<file path="src/hw/rtl/spq_pkg.sv">
// ----------------------------------------------------------------------------
// spq_pkg
// Types and constants shared by the stable priority queue modules.
// ----------------------------------------------------------------------------
`default_nettype none

package spq_pkg;

  // number of entries held
  localparam int CAPACITY = 16;
  // count width, able to hold CAPACITY itself
  localparam int CNT_W    = $clog2(CAPACITY + 1);
  localparam int PRIO_W   = 8;
  localparam int TAG_W    = 16;
  localparam int STATUS_W = 2;
  localparam int FILL_W   = 5;

  // operation codes
  localparam logic OP_INSERT = 1'b0;
  localparam logic OP_REMOVE = 1'b1;

  typedef enum logic [STATUS_W-1:0] {
    ST_INSERTED = 2'd0,
    ST_REMOVED  = 2'd1,
    ST_EMPTY    = 2'd2,
    ST_FULL     = 2'd3
  } spq_status_e;

  // one queue entry
  typedef struct packed {
    logic [PRIO_W-1:0] prio;
    logic [TAG_W-1:0]  tag;
  } spq_entry_t;

  // command broadcast to every cell
  typedef struct packed {
    logic       shift_in;   // insert into a non-full queue
    logic       shift_out;  // remove from a non-empty queue
    spq_entry_t entry;      // entry being inserted
  } spq_cmd_t;

endpackage

`default_nettype wire

</file>
<file path="src/hw/rtl/stable_priority_queue.sv">
// ----------------------------------------------------------------------------
// stable_priority_queue
// Bounded priority queue, highest priority first, first in first out among
// equal priorities, built as a chain of shift-register cells.
// ----------------------------------------------------------------------------
// Usage:
//   Input channel (in_valid_i / in_ready_o) carries one operation per beat:
//   insert (prio_in_i, tag_in_i) or remove the front entry.
//   Output channel (out_valid_o / out_ready_i) returns one result beat per
//   operation: status, removed tag and priority (zero unless removed) and the
//   fill level after the operation.
//   The result is registered on the edge that accepts the operation. Throughput
//   is one operation per cycle while results are taken; every cell compares
//   its priority with the new one in parallel and the chain shifts on that edge.
//   An insert into a full queue is dropped with status full; a removal from
//   an empty queue returns status empty.
//   When the receiver stalls, the result register holds and in_ready_o drops
//   until the result is taken; a new operation is taken in the same cycle the
//   pending result leaves.
//   Reset empties the queue and clears the result valid; entry contents and
//   the result payload are not cleared, only the fill count.
// ----------------------------------------------------------------------------
`default_nettype none

module stable_priority_queue
  import spq_pkg::*;
(
  input  wire logic              clk_i,
  input  wire logic              rst_ni,
  input  wire logic              in_valid_i,
  output logic                   in_ready_o,
  input  wire logic              operation_i,
  input  wire logic [PRIO_W-1:0] prio_in_i,
  input  wire logic [TAG_W-1:0]  tag_in_i,
  output logic                   out_valid_o,
  input  wire logic              out_ready_i,
  output logic [STATUS_W-1:0]    status_o,
  output logic [TAG_W-1:0]       tag_out_o,
  output logic [PRIO_W-1:0]      prio_out_o,
  output logic [FILL_W-1:0]      fill_level_o
);

  logic [CNT_W-1:0]  count_q, count_d;
  logic              out_valid_q;
  spq_status_e       status_q, status_d;
  logic [TAG_W-1:0]  tag_q, tag_d;
  logic [PRIO_W-1:0] prio_q, prio_d;
  logic [FILL_W-1:0] fill_q;

  logic       accept;
  logic       full;
  logic       empty;
  spq_cmd_t   cmd;
  spq_entry_t cell_entry  [CAPACITY];
  logic       cell_behind [CAPACITY];

  // input beat acceptance
  assign in_ready_o = !out_valid_q || out_ready_i;
  assign accept     = in_valid_i && in_ready_o;
  assign full       = (count_q == CNT_W'(CAPACITY));
  assign empty      = (count_q == '0);

  // command broadcast to the chain
  assign cmd.shift_in   = accept && (operation_i == OP_INSERT) && !full;
  assign cmd.shift_out  = accept && (operation_i == OP_REMOVE) && !empty;
  assign cmd.entry.prio = prio_in_i;
  assign cmd.entry.tag  = tag_in_i;

  // chain of cells, front at index 0
  for (genvar i = 0; i < CAPACITY; i++) begin : g_cell
    logic       left_behind;
    spq_entry_t left_entry;
    spq_entry_t right_entry;

    if (i == 0) begin : g_front
      assign left_behind = 1'b1;
      assign left_entry  = cmd.entry;
    end else begin : g_mid
      assign left_behind = cell_behind[i-1];
      assign left_entry  = cell_entry[i-1];
    end

    if (i == CAPACITY - 1) begin : g_back
      assign right_entry = cell_entry[i];
    end else begin : g_inner
      assign right_entry = cell_entry[i+1];
    end

    spq_cell u_cell (
      .clk_i         (clk_i),
      .cmd_i         (cmd),
      .occupied_i    (CNT_W'(i) < count_q),
      .left_behind_i (left_behind),
      .left_entry_i  (left_entry),
      .right_entry_i (right_entry),
      .entry_o       (cell_entry[i]),
      .behind_o      (cell_behind[i])
    );
  end

  // count and result
  always_comb begin
    count_d  = count_q;
    status_d = ST_INSERTED;
    tag_d    = '0;
    prio_d   = '0;
    if (operation_i == OP_INSERT) begin
      if (full) begin
        status_d = ST_FULL;
      end else begin
        count_d = count_q + CNT_W'(1);
      end
    end else begin
      if (empty) begin
        status_d = ST_EMPTY;
      end else begin
        status_d = ST_REMOVED;
        tag_d    = cell_entry[0].tag;
        prio_d   = cell_entry[0].prio;
        count_d  = count_q - CNT_W'(1);
      end
    end
  end

  // control registers
  always_ff @(posedge clk_i or negedge rst_ni) begin
    if (!rst_ni) begin
      count_q     <= '0;
      out_valid_q <= 1'b0;
    end else begin
      if (accept) begin
        count_q     <= count_d;
        out_valid_q <= 1'b1;
      end else if (out_ready_i) begin
        out_valid_q <= 1'b0;
      end
    end
  end

  // result payload register
  always_ff @(posedge clk_i) begin
    if (accept) begin
      status_q <= status_d;
      tag_q    <= tag_d;
      prio_q   <= prio_d;
      fill_q   <= FILL_W'(count_d);
    end
  end

  assign out_valid_o  = out_valid_q;
  assign status_o     = status_q;
  assign tag_out_o    = tag_q;
  assign prio_out_o   = prio_q;
  assign fill_level_o = fill_q;

endmodule

`default_nettype wire

</file>
<file path="src/hw/rtl/spq_cell.sv">
// ----------------------------------------------------------------------------
// spq_cell
// One slot of the sorted shift-register queue: keeps, takes the new entry,
// or takes a neighbor's entry, depending on the broadcast command.
// ----------------------------------------------------------------------------
`default_nettype none

module spq_cell
  import spq_pkg::*;
(
  input  wire logic       clk_i,
  input  wire spq_cmd_t   cmd_i,
  input  wire logic       occupied_i,
  input  wire logic       left_behind_i,
  input  wire spq_entry_t left_entry_i,
  input  wire spq_entry_t right_entry_i,
  output spq_entry_t      entry_o,
  output logic            behind_o
);

  spq_entry_t entry_q, entry_d;

  // new entry goes behind every held entry of greater or equal priority
  assign behind_o = occupied_i && (entry_q.prio >= cmd_i.entry.prio);
  assign entry_o  = entry_q;

  // slot update
  always_comb begin
    entry_d = entry_q;
    if (cmd_i.shift_in) begin
      if (!left_behind_i) begin
        entry_d = left_entry_i;
      end else if (!behind_o) begin
        entry_d = cmd_i.entry;
      end
    end else if (cmd_i.shift_out) begin
      entry_d = right_entry_i;
    end
  end

  always_ff @(posedge clk_i) begin
    entry_q <= entry_d;
  end

endmodule

`default_nettype wire

</file>
<file path="config.mk">
export PLATFORM = sky130hd
export DESIGN_NAME = stable_priority_queue
export DESIGN_NICKNAME = d
export VERILOG_FILES = /design/src/hw/rtl/spq_pkg.sv /design/src/hw/rtl/stable_priority_queue.sv /design/src/hw/rtl/spq_cell.sv
export SDC_FILE = /design/constraint.sdc
export NUM_CORES = 1
export LEC_CHECK = 0
export CAP_MARGIN = 20
export CORE_ASPECT_RATIO = 1.2
export CORE_MARGIN = 3
export CORE_UTILIZATION = 55
export CTS_CLUSTER_SIZE = 8
export DETAILED_ROUTE_END_ITERATION = 10
export DONT_BUFFER_PORTS = 1
export PLACE_DENSITY = 0.7
export SKIP_LAST_GASP = 1
export SLEW_MARGIN = 20
export SYNTH_ARGS = -nofsm -noshare
export SYNTH_HDL_FRONTEND = slang
export SYNTH_SLANG_ARGS = --single-unit
</file>
<file path="constraint.sdc">
create_clock -name clk_i -period 5.1 [get_ports clk_i]
set_input_delay 1.02 -clock clk_i [delete_from_list [all_inputs] [get_ports clk_i]]
set_output_delay 1.02 -clock clk_i [all_outputs]
set_load 0.02 [all_outputs]
</file>
==> results.py <==
metrics = {
    "synthesis": {
        "ys.flop_type": "edfxtp_1",
        "ys_ff_latch": 421,
        "synth_nets": 2276,
        "async_flop_share_pct": 1.425,
        "yosysSeqAreaShare_pct": 52.51,
        "syn-cell-area_um2": 24020,
        "syn-mean-instance-area_um2": 11.36,
        "yosysWarnings": 0,
        "synthCells": 2115,
        "synth_edf_count": 415,
        "synthDistinctLibCells": 57,
    },
    "critical_path": {
        "end_kind": "register",
        "cp_max_fo": 26,
        "cp.arrival_ns": 4.06,
        "critPathLaunch": "prio_in_i[6]",
        "crit_end": "g_cell[1].u_cell.entry_o[23]",
        "crit_path_cell_trace": "inv_1 -> ha_1 -> and2_1 -> a221oi_1 -> o21ai_1 -> buf_4 -> and2_1 -> a31oi_2 -> buf_4",
        "ff2ff_path_depth": 8,
        "r2r_end": "g_cell[4].u_cell.entry_o[15]",
        "crit_slowest_cell": "inv_1",
        "startpoint_type": "input pin",
        "max_stage_delay_ns": 0.70,
        "r2r_slack_ns": 1.39,
        "worstPathRequired_ns": 5.37,
        "worstReg2RegStart": "count_q[1]",
        "path_class": "input pin to register",
    },
    "placed_design": {
        "placed_cell_area_um2": 24380,
        "pre_cts_slack_ns": 0.7299,
        "globalplace.congestion": 0.9299,
        "port_buffers": 0,
        "dp_hpwl_mm": 50.31,
    },
    "floorplanning": {
        "design.die.area_um2": 46220,
        "initial_core_util_pct": 55.86,
        "die_h_um": 234.9,
        "core_um2": 42990,
        "die_w_um": 196.8,
        "io_pins": 62,
        "num_rows": 83,
    },
    "grt": {
        "grt.busiest_layer": "met2",
        "globalRouteMet1Util_pct": 45.93,
        "grt_usage_pct": 32.08,
        "grt_pass1_vias": 18187,
        "antenna_found_initial": 0,
        "gr-total-overflow": 0,
        "grt_pass1_wl_mm": 113.6,
        "grt_max_degree": 197,
        "grtUsageMet2_pct": 46.24,
        "met3_usage_pct": 7.787,
    },
    "cts": {
        "clk_path_buf_depth": 3,
        "root_buffer": "clkbuf_16",
        "cts_setup_buffers": 0,
        "hold_buffers": 0,
        "clkLatencyLatePin_ns": 0.62,
        "cts_resized": 0,
        "htree_levels": 2,
        "cts.sinks": 421,
        "clkTransAtPathRegs_ns": 0.05,
        "cts_buffers": 58,
        "cts_tree": "built",
    },
    "detailed_routing": {
        "wire_per_inst_um": 29.62,
        "dr.pass1.iters": 9,
        "via_per_inst": 7.410,
        "wirelength_mm": 76.39,
        "ant_nets": 0,
        "drtIter0Drc": 3115,
        "num_vias": 19111,
        "drc_errors": 0,
    },
    "timing": {
        "slew_headroom_pct": 17.05,
        "finalSetupViolCount": 0,
        "layout_min_cycle_time_ns": 3.784,
        "grt_setup_unrepaired": "false",
        "tightest_slew_ns": 1.244,
        "postLayoutSetupSlackWorst_ns": 1.316,
        "setup_tns_ns": 0,
        "slew_viol_final": 0,
        "hold_violations": 0,
        "fin_crit_sh_pct": 74.20,
        "final.setup_skew_ns": 0.02300,
        "max_freq_mhz": 264.3,
    },
    "pwr": {
        "cellInternalPower_mw": 7.371,
        "p_clk_share_pct": 30.8,
        "power.share.switching_pct": 34.24,
        "power_mw": 11.21,
        "combPwrFrac_pct": 25.9,
        "seqPwrFrac_pct": 43.4,
        "cellLeakagePower_nw": 9.534,
        "vdd_drop_max_uv": 267.7,
        "p_per_area_nw_per_um2": 432.2,
        "netSwitchingPower_mw": 3.839,
    },
    "final_layout": {
        "diodes": 0,
        "final_area_um2": 25940,
        "final_util_pct": 60.33,
        "final_nets": 2174,
        "final_layout_size_suffix_gt1_share_pct": 9.620,
        "mostFrequentLayoutCells": "edfxtp_1, a221o_1, nand2_1, a21oi_1, ha_1",
        "syn_to_final_growth_pct": 7.992,
        "mostFrequentLayoutCell": "edfxtp_1",
        "layout.area.seq_um2": 12610,
        "n_fill_cell": 3390,
        "multiInputGateArea_um2": 10340,
    },
    "run": {
        "cap_violations": 0,
    },
    "min_path": {
        "hold_path_class": "input pin to async pin",
    },
    "outcome": {
        "outcome": "finished clean",
    },
}
-- final cells by class --
type | count | share of cell area (%)
Clock buffer | 70 | 5.770
Clock inverter | 4 | 0.1447
Inverter | 29 | 0.4197
Multi-Input combinational cell | 1427 | 39.86
Sequential cell | 421 | 48.63
Tap cell | 552 | 2.663
Timing Repair Buffer | 76 | 2.518
-- state kept, by name (all words and copies together) (netlist names) --
name / flops
fill_level_o: 5
out_valid_o: 1
status_o: 2
count_q: 5
tag_out_o: 16
prio_out_o: 8
g_cell.u_cell.entry_o: 384
-- critical path, delay by kind of cell --
kind,cells,cell delay [ns]
buffers and inverters,3,1.26
AO/OA/AOI/OAI,3,0.73
AND/OR/NAND/NOR,2,0.66
adder cells (fa/ha/maj),1,0.37
-- synth_stat cells, types with 2 or more instances --
cell	n	area share (%)
a21o_1	46	1.4
xnor2_1	2	0.073
xor2_1	2	0.073
edfxtp_1	415	52
a211oi_1	14	0.44
and2_1	43	1.1
o21ai_1	16	0.33
clkbuf_1	115	1.8
nor2b_1	3	0.078
nand2_1	306	4.8
dfrtp_1	6	0.63
o21ai_0	9	0.19
a31oi_1	29	0.76
o22ai_1	2	0.052
a221oi_1	13	0.47
a211o_1	13	0.47
inv_1	28	0.44
and3_1	48	1.3
o2111ai_1	14	0.51
buf_4	3	0.094
buf_2	112	2.3
ha_1	132	6.9
nand2b_1	18	0.47
buf_1	2	0.031
or3_1	2	0.052
nor3_2	2	0.083
nor3_1	2	0.042
buf_6	6	0.28
mux2_2	26	1.2
nor2_1	14	0.22
or2_1	3	0.078
a221o_1	336	14
a22oi_1	2	0.062
a21oi_1	306	6.4
nor3b_1	3	0.094
-- power groups by stage --
stage / registers [mW] / clock network (mW) / logic [mW]
4_1_cts: 4.84 / 3.46 / 2.82
3_3_place_gp: 4.89 / 0 / 2.71
3_5_place_dp: 4.90 / 0 / 2.81
5_1_grt: 4.88 / 3.59 / 3.11
6_report: 4.86 / 3.45 / 2.90
2_1_floorplan: 4.65 / 0 / 2.19
-- metrics by stage --
stage,hold WS (ns),cells
final,0.1034,2579
after global routing,0.08193,2579
after CTS,0.08192,2578
after detailed placement,0.5375,2504
after global placement,0.5343,2504
after floorplan,0.5205,2115
-- logic make-up after synthesis --
logic type | after synthesis | synth area share, %
AOI/OAI and AO/OA | 812 | 25.62
xor gates and xnor gates | 4 | 0.1459
adders and majority gates | 132 | 6.877
buffers and inverters | 267 | 4.991
DFF | 421 | 52.51
muxes | 27 | 1.282
and+or+nand+nor | 452 | 8.575
-- per-layer routing --
layer  routed length [um]  part of all wire (%)
met4                 3674                   4.8
met1                29990                    39
met2                33090                    43
met5                    0                     0
met3                 9630                    13
-- worst min-delay path by stage --
| stage | startpoint | endpoint | cells after the start |
|---|---|---|---|
| 2_1_floorplan | g_cell[1].u_cell.entry_o[0] | g_cell[0].u_cell.entry_o[0] | 1 |
| 3_3_place_gp | g_cell[15].u_cell.entry_o[12] | g_cell[14].u_cell.entry_o[12] | 1 |
| 3_5_place_dp | g_cell[1].u_cell.entry_o[0] | g_cell[0].u_cell.entry_o[0] | 1 |
| 4_1_cts | rst_ni | count_q[1] | 0 |
| 5_1_grt | rst_ni | count_q[4] | 0 |
| 6_report | rst_ni | count_q[1] | 0 |
Power figures use the tool's default switching activity.
